===== src/design/mjd_to_gregorian_date_time_core_assert.svh =====
// ----------------------------------------------------------------------------
// MJD core assertion macros
// Clocked property checks for the MJD to Gregorian date/time core.
// ----------------------------------------------------------------------------
`ifndef MJD_TO_GREGORIAN_DATE_TIME_CORE_ASSERT_SVH
`define MJD_TO_GREGORIAN_DATE_TIME_CORE_ASSERT_SVH

`ifndef ASSERT_OFF

// expression holds at every clock edge outside reset
`define MJD_ASSERT_HOLDS(lbl, clk, rst, expr) \
   lbl: assert property (@(posedge clk) disable iff (rst) (expr)) \
      else $error("mjd core: invariant violated");

// consequent holds in the cycle the antecedent is seen
`define MJD_ASSERT_IMPLIES(lbl, clk, rst, ante, cons) \
   lbl: assert property (@(posedge clk) disable iff (rst) (ante) |-> (cons)) \
      else $error("mjd core: implication violated");

`else

`define MJD_ASSERT_HOLDS(lbl, clk, rst, expr)

`define MJD_ASSERT_IMPLIES(lbl, clk, rst, ante, cons)

`endif

`endif


===== src/design/mjd_pkg.sv =====
// ----------------------------------------------------------------------------
// MJD conversion package
// Field widths, calendar constants and shared helpers for the MJD core.
// ----------------------------------------------------------------------------
package mjd_pkg;

   // port field widths
   localparam int MJD_DAY_W  = 23;
   localparam int FRAC_W     = 32;
   localparam int YEAR_W     = 14;
   localparam int MONTH_W    = 4;
   localparam int DOM_W      = 5;
   localparam int HOUR_W     = 5;
   localparam int MINUTE_W   = 6;
   localparam int SECOND_W   = 6;

   // latency of one constant divider
   localparam int CDIV_LAT   = 3;

   // valid day range: 0001-01-01 .. 9999-12-31
   localparam logic signed [MJD_DAY_W-1:0] MJD_LOW  = -23'sd678575;
   localparam logic signed [MJD_DAY_W-1:0] MJD_HIGH = 23'sd2973483;

   // 2400001 (MJD to JDN) plus 32044 (epoch shift of the integer inverse)
   localparam logic [MJD_DAY_W-1:0] A_OFFSET = 23'd2432045;

   // calendar cycles
   localparam int ERA_DAYS   = 146097;
   localparam int QUAD_DAYS  = 1461;
   localparam int MONTH_SPAN = 153;
   localparam int SEC_HOUR   = 3600;
   localparam int SEC_MINUTE = 60;

   // 86400 = 675 * 2^7
   localparam int SEC_SCALE  = 675;
   localparam int SEC_POW2   = 7;
   localparam int SECS_W     = 17;
   localparam int SCALE_W    = 10;

   // year arithmetic
   localparam int YEAR_ACC_W = 15;
   localparam logic [YEAR_ACC_W-1:0] YEAR_BIAS = 15'd4800;
   localparam logic [MONTH_W-1:0] MONTH_WRAP = 4'd10;

   // divider widths
   localparam int ERA_IN_W   = 25;
   localparam int ERA_Q_W    = 8;
   localparam int ERA_R_W    = 18;
   localparam int QUAD_IN_W  = 18;
   localparam int QUAD_Q_W   = 8;
   localparam int QUAD_R_W   = 11;
   localparam int MON_IN_W   = 11;
   localparam int MON_Q_W    = 4;
   localparam int MON_R_W    = 8;
   localparam int HOUR_IN_W  = 17;
   localparam int HOUR_Q_W   = 6;
   localparam int HOUR_R_W   = 12;
   localparam int MIN_IN_W   = 12;
   localparam int MIN_Q_W    = 7;
   localparam int MIN_R_W    = 6;

   // fields carried alongside the month divider
   typedef struct packed {
      logic                  oor;
      logic [ERA_Q_W-1:0]    era;
      logic [QUAD_Q_W-1:0]   quad;
      logic [HOUR_W-1:0]     hour;
      logic [MINUTE_W-1:0]   minute;
      logic [SECOND_W-1:0]   second;
   } date_side_type;

   // floor(x / 5) for 8-bit x (x < 256), by reciprocal 205 / 1024
   function automatic logic [DOM_W-1:0] div5(input logic [MON_R_W-1:0] x);
      logic [15:0] prod;
      prod = 16'(x) * 16'd205;
      return DOM_W'(prod >> 10);
   endfunction

endpackage


===== src/design/mjd_delay.sv =====
// ----------------------------------------------------------------------------
// MJD delay line
// Fixed-depth register line that keeps side fields aligned with a divider.
// ----------------------------------------------------------------------------
module mjd_delay #(
   parameter int WIDTH = 1,
   parameter int DEPTH = 3
) (
   input  logic             clock,
   input  logic [WIDTH-1:0] in_data,
   output logic [WIDTH-1:0] out_data
);

   logic [WIDTH-1:0] tap_ff [DEPTH];

   always_ff @(posedge clock) begin
      tap_ff[0] <= in_data;
      for (int i = 1; i < DEPTH; i++) begin
         tap_ff[i] <= tap_ff[i-1];
      end
   end

   assign out_data = tap_ff[DEPTH-1];

endmodule


===== src/design/mjd_cdiv.sv =====
// ----------------------------------------------------------------------------
// MJD constant divider
// Three-stage pipelined divide by a constant: reciprocal estimate,
// back-multiply, one compare-and-subtract correction.
// ----------------------------------------------------------------------------
`include "mjd_to_gregorian_date_time_core_assert.svh"

module mjd_cdiv #(
   parameter int DIVISOR = 3,
   parameter int IN_W    = 8,
   parameter int Q_W     = 7,
   parameter int R_W     = 2
) (
   input  logic            clock,
   input  logic            reset,
   input  logic            in_valid,
   input  logic [IN_W-1:0] in_dividend,
   output logic            out_valid,
   output logic [Q_W-1:0]  out_quotient,
   output logic [R_W-1:0]  out_remainder
);

   import mjd_pkg::*;

   localparam int PW = 2 * IN_W + 1;
   localparam int BW = IN_W + Q_W;
   // floor(2^IN_W / DIVISOR): estimate is never high and at most one low
   localparam logic [IN_W:0] RECIP = (IN_W + 1)'((64'd1 << IN_W) / DIVISOR);
   localparam logic [IN_W-1:0] DIV_C = IN_W'(DIVISOR);

   logic            va_ff, vb_ff, vc_ff;
   logic [IN_W-1:0] xa_ff, xb_ff;
   logic [Q_W-1:0]  qa_ff, qb_ff, qc_ff;
   logic [IN_W-1:0] pb_ff;
   logic [R_W-1:0]  rc_ff;

   logic [PW-1:0]   est_prod;
   logic [Q_W-1:0]  qa_in;
   logic [BW-1:0]   back_prod;
   logic [IN_W-1:0] r_raw;
   logic [Q_W-1:0]  qc_in;
   logic [R_W-1:0]  rc_in;
   logic [BW-1:0]   chk_sum;

   // stage a: quotient estimate
   assign est_prod = PW'(in_dividend) * PW'(RECIP);
   assign qa_in    = Q_W'(est_prod >> IN_W);

   // stage b: multiply the estimate back
   assign back_prod = BW'(qa_ff) * BW'(DIVISOR);

   // stage c: fix an estimate that came out one low
   always_comb begin
      r_raw = xb_ff - pb_ff;
      if (r_raw >= DIV_C) begin
         qc_in = qb_ff + Q_W'(1);
         rc_in = R_W'(r_raw - DIV_C);
      end else begin
         qc_in = qb_ff;
         rc_in = R_W'(r_raw);
      end
   end

   always_ff @(posedge clock) begin
      if (reset) begin
         va_ff <= 1'b0;
         vb_ff <= 1'b0;
         vc_ff <= 1'b0;
      end else begin
         va_ff <= in_valid;
         vb_ff <= va_ff;
         vc_ff <= vb_ff;
      end
   end

   always_ff @(posedge clock) begin
      xa_ff <= in_dividend;
      qa_ff <= qa_in;
      xb_ff <= xa_ff;
      qb_ff <= qa_ff;
      pb_ff <= back_prod[IN_W-1:0];
      qc_ff <= qc_in;
      rc_ff <= rc_in;
   end

   assign out_valid     = vc_ff;
   assign out_quotient  = qc_ff;
   assign out_remainder = rc_ff;

   assign chk_sum = BW'(qc_ff) * BW'(DIVISOR) + BW'(rc_ff);

   `MJD_ASSERT_IMPLIES(a_rem_below_divisor, clock, reset, vc_ff, BW'(rc_ff) < BW'(DIVISOR))
   `MJD_ASSERT_IMPLIES(a_est_one_low, clock, reset, vb_ff, BW'(r_raw) < BW'(2 * DIVISOR))
   `MJD_ASSERT_IMPLIES(a_quot_rebuilds, clock, reset, vc_ff, chk_sum == BW'($past(xb_ff)))

endmodule


===== src/design/mjd_to_gregorian_date_time_core.sv =====
// ----------------------------------------------------------------------------
// MJD to Gregorian date/time core
// Converts a modified Julian day plus day fraction into year, month, day,
// hour, minute and whole second, flagging days outside years 1..9999.
// ----------------------------------------------------------------------------
//
//   channel   handshake                 word
//   --------  ------------------------  -----------------------------------
//   request   start, busy               req_mjd_day, req_day_fraction
//   response  rsp_strobe (one cycle)    rsp_year .. rsp_out_of_range
//
// One word enters per cycle; each word's response strobes after the input
// stage, three chained constant dividers and the output stage.
// Throughput is set by nothing but the clock: every stage is a register.
// The response side cannot stall, so the pipeline never holds; busy is
// high only while reset is asserted.
// Synchronous reset clears the valid bits; data registers are left alone.
// ----------------------------------------------------------------------------
`include "mjd_to_gregorian_date_time_core_assert.svh"

module mjd_to_gregorian_date_time_core #(
   parameter int FRACTION_BITS = 32
) (
   input  logic                                  clock,
   input  logic                                  reset,
   input  logic                                  start,
   output logic                                  busy,
   input  logic signed [mjd_pkg::MJD_DAY_W-1:0]  req_mjd_day,
   input  logic [mjd_pkg::FRAC_W-1:0]            req_day_fraction,
   output logic                                  rsp_strobe,
   output logic [mjd_pkg::YEAR_W-1:0]            rsp_year,
   output logic [mjd_pkg::MONTH_W-1:0]           rsp_month,
   output logic [mjd_pkg::DOM_W-1:0]             rsp_day_of_month,
   output logic [mjd_pkg::HOUR_W-1:0]            rsp_hour_of_day,
   output logic [mjd_pkg::MINUTE_W-1:0]          rsp_minute_of_hour,
   output logic [mjd_pkg::SECOND_W-1:0]          rsp_second_of_minute,
   output logic                                  rsp_out_of_range
);

   import mjd_pkg::*;

   localparam int PROD_W = FRAC_W + SCALE_W;
   // seconds = floor(675 * fraction / 2^(FRACTION_BITS - 7))
   localparam int SHIFT = FRACTION_BITS - SEC_POW2;
   localparam logic [FRAC_W-1:0] FRAC_MASK = (FRACTION_BITS >= FRAC_W) ?
      {FRAC_W{1'b1}} : FRAC_W'((64'd1 << FRACTION_BITS) - 64'd1);

   // ---------------------------------------------------------------------
   // Input stage: day offset, range check, fraction scaled to seconds
   // ---------------------------------------------------------------------
   logic                  accept;
   logic [MJD_DAY_W-1:0]  a_in;
   logic [ERA_IN_W-1:0]   x1_in;
   logic                  oor_in;
   logic [FRAC_W-1:0]     frac_in;
   logic [PROD_W-1:0]     sec_prod;
   logic [SECS_W-1:0]     secs_in;

   logic                  s1_valid_ff;
   logic [ERA_IN_W-1:0]   s1_x1_ff;
   logic                  s1_oor_ff;
   logic [SECS_W-1:0]     s1_secs_ff;

   assign busy   = reset;
   assign accept = start & ~busy;

   always_comb begin
      oor_in   = (req_mjd_day < MJD_LOW) || (req_mjd_day > MJD_HIGH);
      // a = JDN + 32044; only meaningful in range, wraps harmlessly otherwise
      a_in     = req_mjd_day + A_OFFSET;
      x1_in    = {a_in, 2'b11};
      frac_in  = req_day_fraction & FRAC_MASK;
      sec_prod = PROD_W'(frac_in) * PROD_W'(SEC_SCALE);
      secs_in  = SECS_W'(sec_prod >> SHIFT);
   end

   always_ff @(posedge clock) begin
      if (reset) begin
         s1_valid_ff <= 1'b0;
      end else begin
         s1_valid_ff <= accept;
      end
   end

   always_ff @(posedge clock) begin
      s1_x1_ff   <= x1_in;
      s1_oor_ff  <= oor_in;
      s1_secs_ff <= secs_in;
   end

   // ---------------------------------------------------------------------
   // First divider pair: 400-year eras, and hours of the day
   // ---------------------------------------------------------------------
   logic                  era_valid;
   logic [ERA_Q_W-1:0]    era_q;
   logic [ERA_R_W-1:0]    era_r;
   logic                  hour_valid;
   logic [HOUR_Q_W-1:0]   hour_q;
   logic [HOUR_R_W-1:0]   hour_r;
   logic                  oor_d1;

   mjd_cdiv #(
      .DIVISOR (ERA_DAYS),
      .IN_W    (ERA_IN_W),
      .Q_W     (ERA_Q_W),
      .R_W     (ERA_R_W)
   ) u_div_era (
      .clock         (clock),
      .reset         (reset),
      .in_valid      (s1_valid_ff),
      .in_dividend   (s1_x1_ff),
      .out_valid     (era_valid),
      .out_quotient  (era_q),
      .out_remainder (era_r)
   );

   mjd_cdiv #(
      .DIVISOR (SEC_HOUR),
      .IN_W    (HOUR_IN_W),
      .Q_W     (HOUR_Q_W),
      .R_W     (HOUR_R_W)
   ) u_div_hour (
      .clock         (clock),
      .reset         (reset),
      .in_valid      (s1_valid_ff),
      .in_dividend   (s1_secs_ff),
      .out_valid     (hour_valid),
      .out_quotient  (hour_q),
      .out_remainder (hour_r)
   );

   mjd_delay #(
      .WIDTH (1),
      .DEPTH (CDIV_LAT)
   ) u_dly_oor (
      .clock    (clock),
      .in_data  (s1_oor_ff),
      .out_data (oor_d1)
   );

   // ---------------------------------------------------------------------
   // Second divider pair: 4-year cycles, and minutes of the hour
   // 4c + 3 is the era remainder with its low two bits forced high
   // ---------------------------------------------------------------------
   localparam int SIDE2_W = 1 + ERA_Q_W + HOUR_W;

   logic [QUAD_IN_W-1:0]  y2;
   logic                  quad_valid;
   logic [QUAD_Q_W-1:0]   quad_q;
   logic [QUAD_R_W-1:0]   quad_r;
   logic                  min_valid;
   logic [MIN_Q_W-1:0]    min_q;
   logic [MIN_R_W-1:0]    min_r;
   logic [SIDE2_W-1:0]    side2_d;

   assign y2 = {era_r[ERA_R_W-1:2], 2'b11};

   mjd_cdiv #(
      .DIVISOR (QUAD_DAYS),
      .IN_W    (QUAD_IN_W),
      .Q_W     (QUAD_Q_W),
      .R_W     (QUAD_R_W)
   ) u_div_quad (
      .clock         (clock),
      .reset         (reset),
      .in_valid      (era_valid),
      .in_dividend   (y2),
      .out_valid     (quad_valid),
      .out_quotient  (quad_q),
      .out_remainder (quad_r)
   );

   mjd_cdiv #(
      .DIVISOR (SEC_MINUTE),
      .IN_W    (MIN_IN_W),
      .Q_W     (MIN_Q_W),
      .R_W     (MIN_R_W)
   ) u_div_min (
      .clock         (clock),
      .reset         (reset),
      .in_valid      (hour_valid),
      .in_dividend   (hour_r),
      .out_valid     (min_valid),
      .out_quotient  (min_q),
      .out_remainder (min_r)
   );

   mjd_delay #(
      .WIDTH (SIDE2_W),
      .DEPTH (CDIV_LAT)
   ) u_dly_era (
      .clock    (clock),
      .in_data  ({oor_d1, era_q, hour_q[HOUR_W-1:0]}),
      .out_data (side2_d)
   );

   // ---------------------------------------------------------------------
   // Month divider: m = (5e + 2) / 153, e = day within the shifted year
   // Carry everything else alongside it
   // ---------------------------------------------------------------------
   logic [QUAD_R_W-3:0]   doy;
   logic [MON_IN_W-1:0]   x3;
   logic                  mon_valid;
   logic [MON_Q_W-1:0]    mon_q;
   logic [MON_R_W-1:0]    mon_r;
   date_side_type         side3_in;
   date_side_type         side3;

   assign doy = quad_r[QUAD_R_W-1:2];
   assign x3  = MON_IN_W'(doy) * MON_IN_W'(5) + MON_IN_W'(2);

   always_comb begin
      side3_in.oor    = side2_d[SIDE2_W-1];
      side3_in.era    = side2_d[HOUR_W +: ERA_Q_W];
      side3_in.hour   = side2_d[HOUR_W-1:0];
      side3_in.quad   = quad_q;
      side3_in.minute = min_q[MINUTE_W-1:0];
      side3_in.second = min_r;
   end

   mjd_cdiv #(
      .DIVISOR (MONTH_SPAN),
      .IN_W    (MON_IN_W),
      .Q_W     (MON_Q_W),
      .R_W     (MON_R_W)
   ) u_div_month (
      .clock         (clock),
      .reset         (reset),
      .in_valid      (quad_valid),
      .in_dividend   (x3),
      .out_valid     (mon_valid),
      .out_quotient  (mon_q),
      .out_remainder (mon_r)
   );

   mjd_delay #(
      .WIDTH ($bits(date_side_type)),
      .DEPTH (CDIV_LAT)
   ) u_dly_side (
      .clock    (clock),
      .in_data  (side3_in),
      .out_data (side3)
   );

   // ---------------------------------------------------------------------
   // Output stage: assemble the date, zero it when out of range
   // The month remainder 5e + 2 - 153m gives the day as floor(r / 5) + 1
   // ---------------------------------------------------------------------
   logic                  wrap;
   logic [MONTH_W-1:0]    month_calc;
   logic [DOM_W-1:0]      dom_calc;
   logic [YEAR_ACC_W-1:0] year_acc;

   logic                  rsp_valid_ff;
   logic [YEAR_W-1:0]     rsp_year_ff;
   logic [MONTH_W-1:0]    rsp_month_ff;
   logic [DOM_W-1:0]      rsp_dom_ff;
   logic [HOUR_W-1:0]     rsp_hour_ff;
   logic [MINUTE_W-1:0]   rsp_minute_ff;
   logic [SECOND_W-1:0]   rsp_second_ff;
   logic                  rsp_oor_ff;

   logic [YEAR_W-1:0]     rsp_year_in;
   logic [MONTH_W-1:0]    rsp_month_in;
   logic [DOM_W-1:0]      rsp_dom_in;

   always_comb begin
      wrap       = (mon_q >= MONTH_WRAP);
      month_calc = wrap ? (mon_q - MONTH_W'(9)) : (mon_q + MONTH_W'(3));
      dom_calc   = div5(mon_r) + DOM_W'(1);
      year_acc   = YEAR_ACC_W'(side3.era) * YEAR_ACC_W'(100)
                 + YEAR_ACC_W'(side3.quad) + YEAR_ACC_W'(wrap) - YEAR_BIAS;
      if (side3.oor) begin
         rsp_year_in  = '0;
         rsp_month_in = '0;
         rsp_dom_in   = '0;
      end else begin
         rsp_year_in  = year_acc[YEAR_W-1:0];
         rsp_month_in = month_calc;
         rsp_dom_in   = dom_calc;
      end
   end

   always_ff @(posedge clock) begin
      if (reset) begin
         rsp_valid_ff <= 1'b0;
      end else begin
         rsp_valid_ff <= mon_valid;
      end
   end

   always_ff @(posedge clock) begin
      rsp_year_ff   <= rsp_year_in;
      rsp_month_ff  <= rsp_month_in;
      rsp_dom_ff    <= rsp_dom_in;
      rsp_hour_ff   <= side3.hour;
      rsp_minute_ff <= side3.minute;
      rsp_second_ff <= side3.second;
      rsp_oor_ff    <= side3.oor;
   end

   assign rsp_strobe           = rsp_valid_ff;
   assign rsp_year             = rsp_year_ff;
   assign rsp_month            = rsp_month_ff;
   assign rsp_day_of_month     = rsp_dom_ff;
   assign rsp_hour_of_day      = rsp_hour_ff;
   assign rsp_minute_of_hour   = rsp_minute_ff;
   assign rsp_second_of_minute = rsp_second_ff;
   assign rsp_out_of_range     = rsp_oor_ff;

   // date and time lanes must advance in lockstep
   `MJD_ASSERT_HOLDS(a_lanes_aligned, clock, reset, (era_valid == hour_valid) && (quad_valid == min_valid))
   `MJD_ASSERT_IMPLIES(a_oor_zeroes_date, clock, reset, rsp_valid_ff && rsp_oor_ff, (rsp_year_ff == '0) && (rsp_month_ff == '0) && (rsp_dom_ff == '0))
   `MJD_ASSERT_IMPLIES(a_date_legal, clock, reset, rsp_valid_ff && !rsp_oor_ff, (rsp_month_ff >= MONTH_W'(1)) && (rsp_month_ff <= MONTH_W'(12)) && (rsp_dom_ff != '0))
   `MJD_ASSERT_IMPLIES(a_time_legal, clock, reset, rsp_valid_ff, (rsp_hour_ff <= HOUR_W'(23)) && (rsp_minute_ff <= MINUTE_W'(59)) && (rsp_second_ff <= SECOND_W'(59)))

endmodule

===== config.mk =====
export PLATFORM = sky130hd
export DESIGN_NAME = mjd_to_gregorian_date_time_core
export DESIGN_NICKNAME = d
export VERILOG_FILES = /design/src/design/mjd_pkg.sv /design/src/design/mjd_delay.sv /design/src/design/mjd_cdiv.sv /design/src/design/mjd_to_gregorian_date_time_core.sv
export VERILOG_INCLUDE_DIRS = /design/src /design/src/design
export SDC_FILE = /design/constraint.sdc
export NUM_CORES = 2
export LEC_CHECK = 0
export BUFFER_PORTS_ARGS = -buffer_cell sky130_fd_sc_hd__clkbuf_2
export CELL_PAD_IN_SITES_DETAIL_PLACEMENT = 2
export CELL_PAD_IN_SITES_GLOBAL_PLACEMENT = 2
export CORE_MARGIN = 2
export CORE_UTILIZATION = 28
export CTS_CLUSTER_DIAMETER = 120
export DETAILED_ROUTE_END_ITERATION = 12
export PLACE_DENSITY = 0.57
export SKIP_LAST_GASP = 1
export SYNTH_ARGS = -nofsm -noshare
export SYNTH_HDL_FRONTEND = slang
export SYNTH_SLANG_ARGS = --single-unit

===== constraint.sdc =====
create_clock -name clock -period 6.4 [get_ports clock]
set_input_delay 1.6 -clock clock [delete_from_list [all_inputs] [get_ports clock]]
set_output_delay 1.6 -clock clock [all_outputs]
set_load 0.02 [all_outputs]

==> results.md <==
* CTS tree: yes
* Worst path max stage delay at 500 ps
* Crit-path slowest cell: fa_1
* Max-Cap Viols at 0
* Die X at 362 um
* Slew headroom at 0.353
* Die footprint at 131,000 um2
* Main synth FF type: dfxtp_1
* Initial Utilization at 0.282
* CTS root buffer: clkbuf_16
* Worst Setup Start Kind: input pin
* Syn-to-layout area delta at 14.5%
* CORE AREA at 128,000 um2
* Worst r2r src: s1_x1_ff[8]$_DFF_P_
* Warnings, synthesis at 0
* Post-route minimum period at 5750 ps
* Bufs on Longest Clock Path at 3
* Hold Startpoint: u_dly_side.tap_ff[0][66]$_DFF_P_
* Crit Path Class: input pin to register
* Worst hold path class: register to register
* Clock transition at path regs at 60 ps
* Worst-margin pin slew at 970 ps
* Largest delay share family, worst path: adder cells
* Layout cells sized above 1 at 0.0797
* Max Slew Vio Count at 0
* Hold-fix buffers, CTS at 0
* Global-route wire length before repair at 135,000 um
* Seq/Total Area, Yosys at 0.338
* Mapped Cells at 3,357
* Footprint of the multi-input gates at 21,500 um2
* Outcome: complete, no violations
* Part of the cycle the worst path needs at 0.898
* Remaining DRCs at 0
* CP arrival at 6290 ps
* Number of core rows at 131
* Final setup fails at 0
* IO Pins at 101
* RSZ-0062 raised after global routing: no
* Placer Congestion at 0.763
* HPWL after detailed placement at 67,300 um
* Worst path required time at 6940 ps
* #FFs+latches synth at 606
* Mapped Area at 35,900 um2
* Antenna violations before repair at 3
* Post-CTS Setup Inserts at 0
* Reg2reg setup slack at 1000 ps
* Synth Area per Inst at 10.7 um2
* Worst setup EP type: register
* Most used cell, CP: ha_1
* Nets at 4,529
* Initial DRC Count at 482
* CP Buf/Inv Count at 5
* Crit path max fanout at 3
* Asr flop ratio synth at 0
* Via count at 22,900
* CTS Buf Count at 76
* Overflow after GRT at 0
* CP Cell Sequence: clkbuf_2, buf_4, ha_1, xor2_1, ha_1, a21o_1, fa_1, ha_1, inv_1, fa_1, inv_1, ha_1, nand4_1, nor4_1, nand3_1, a31oi_1, a21oi_1, nand3b_1, o31ai_1, buf_4, a41o_1, nor2_1, xnor2_1
* Total GRT Usage at 0.128
* Worst skew pair latency at 650 ps
* IO Port Bufs at 100
* H-tree depth at 3
* Achievable Freq at 174 MHz
* Final WL at 80,500 um
* Crit path launch: req_day_fraction[3]
* Post-route setup TNS at 0 ps
* Distinct cells, synth at 82
* Fillers at 13,800
* Post-DR wirelength/cell at 15.3 um
* Vias in the first global route at 25,700
* Vias per Instance at 4.35
* Detailed Routing Iterations Pass 1 at 5
* Routed Antenna Nets at 0
* CTS sink count at 606
* Pin count of the biggest net entering global routing at 25
* DP Worst Slack at -112 ps
* Post-synth EDFFs at 0
* Die Height at 362 um
* Post-CTS sizing at 0
* PnR worst setup slack at 654 ps
* Final Hold Fails at 0
* Register Area at 12,100 um2
* Worst Clk Skew at 33.9 ps
* Syn Nets at 4,347
[cell type report]
type,instances,area share
Clock buffer,93,0.0502
Inverter,603,0.0550
Multi-Input combinational cell,2135,0.522
Tap cell,1662,0.0505
Clock inverter,45,0.0125
Antenna cell,1,0.0000608
Timing Repair Buffer,117,0.0153
Sequential cell,606,0.295
[placed cells by master (no fill, tap or decap), types with 6 or more instances in the layout]
cell | netlist | routed
clkbuf_16 | 0 | 77
clkinv_2 | 0 | 11
buf_4 | 2 | 17
bufinv_16 | 0 | 8
nand2b_1 | 27 | 27
nor4_1 | 7 | 7
nor3_1 | 34 | 34
a21oi_1 | 141 | 141
o21ai_0 | 93 | 93
xnor2_1 | 163 | 163
or2_2 | 12 | 12
clkinvlp_4 | 0 | 8
ha_1 | 665 | 665
a31oi_1 | 19 | 19
clkbuf_1 | 7 | 8
o21a_1 | 29 | 29
mux2_2 | 6 | 6
nand2_1 | 101 | 101
clkbuf_2 | 0 | 100
nand4_1 | 19 | 19
nand3_1 | 38 | 38
dfxtp_1 | 606 | 606
a211oi_1 | 12 | 12
o21bai_1 | 36 | 36
o211ai_1 | 9 | 9
fa_1 | 267 | 267
and3_1 | 10 | 10
xor2_1 | 89 | 89
inv_6 | 0 | 14
or3_1 | 10 | 10
a21o_1 | 49 | 49
nor2b_1 | 44 | 44
a31o_2 | 6 | 6
a21boi_0 | 13 | 13
clkbuf_8 | 0 | 8
nor3b_1 | 6 | 6
nor2_1 | 121 | 121
inv_1 | 603 | 603
[registers in the layout, indices dropped and copies added (netlist names), 11 cells and up]
name,cells
rsp_year,14
u_div_era.out_remainder,16
u_div_quad.xa_ff,16
u_div_min.xb_ff,12
u_div_hour.xb_ff,17
s1_x1_ff,23
u_dly_side.tap_ff,102
u_div_era.xa_ff,23
u_div_min.xa_ff,12
u_div_quad.xb_ff,16
s1_secs_ff,17
u_div_quad.pb_ff,16
u_div_month.xa_ff,11
u_div_hour.xa_ff,17
u_dly_era.tap_ff,42
u_div_hour.out_remainder,12
u_div_era.pb_ff,21
u_div_month.xb_ff,11
u_div_era.xb_ff,23
[layer usage]
| layer | vias up | routed length [um] | track usage |
|---|---|---|---|
| li1 | 11400 | - | - |
| met1 | 11100 | 38300 | 0.165 |
| met2 | 223 | 38000 | 0.219 |
| met3 | 93 | 2630 | 0.0199 |
| met4 | 0 | 1530 | 0.0358 |
| met5 | - | 0 | 0 |
[per-stage QoR]
step	area [um2]	std cells	hold slack, ps	util
after floorplan	35900	3357	310	-
after global placement	38600	5123	310	0.302
after detailed placement	38600	5123	314	0.302
after CTS	41100	5261	299	0.323
after global routing	41100	5261	319	0.323
final	41200	5262	311	0.323
[worst reg2reg max path: cells and delay by family, from the launching register on]
| kind | cells | cell delay (ps) |
|---|---|---|
| AO/OA/AOI/OAI | 10 | 2550 |
| flip-flops | 1 | 480 |
| adder cells (fa/ha/maj) | 5 | 2080 |
| buffers and inverters | 2 | 220 |
[kinds of logic (layout without fill, tap and decap cells)]
logic type / after synthesis / after routing / share of synthesized area
AOI/OAI and AO/OA: 481 / 481 / 0.0878
xor gates and xnor gates: 252 / 252 / 0.0614
buffers and inverters: 616 / 858 / 0.0649
muxes: 12 / 12 / 0.00369
and+or+nand+nor: 457 / 457 / 0.0638
DFF: 606 / 606 / 0.338
adders and majority gates: 933 / 933 / 0.381
other: 0 / 1 / 0
[final timing paths]
kind                                                          end  cells past startpoint
worst max register to register         u_div_era.qa_ff[7]$_DFF_P_                     17
worst max-delay path                       s1_secs_ff[16]$_DFF_P_                     23
worst min register to register  u_dly_side.tap_ff[0][100]$_DFF_P_                      0
worst min-delay path            u_dly_side.tap_ff[0][100]$_DFF_P_                      0
[Yosys cell counts, types with 6 or more instances]
library cell / number / area, um2
ha_1: 665 / 8320
dfxtp_1: 606 / 12100
inv_1: 603 / 2260
fa_1: 267 / 5350
xnor2_1: 163 / 1430
a21oi_1: 141 / 706
nor2_1: 121 / 454
nand2_1: 101 / 379
o21ai_0: 93 / 465
xor2_1: 89 / 780
a21o_1: 49 / 368
nor2b_1: 44 / 275
nand3_1: 38 / 190
o21bai_1: 36 / 270
nor3_1: 34 / 170
o21a_1: 29 / 218
nand2b_1: 27 / 169
a31oi_1: 19 / 119
nand4_1: 19 / 119
a21boi_0: 13 / 97.6
a211oi_1: 12 / 90.1
or2_2: 12 / 75.1
and3_1: 10 / 62.6
or3_1: 10 / 62.6
o211ai_1: 9 / 67.6
clkbuf_1: 7 / 26.3
nor4_1: 7 / 43.8
a31o_2: 6 / 52.6
mux2_2: 6 / 67.6
nor3b_1: 6 / 45.0
Power is not shown: default switching activity piles up to over one toggle a cycle in this logic, so the estimate is an artifact.
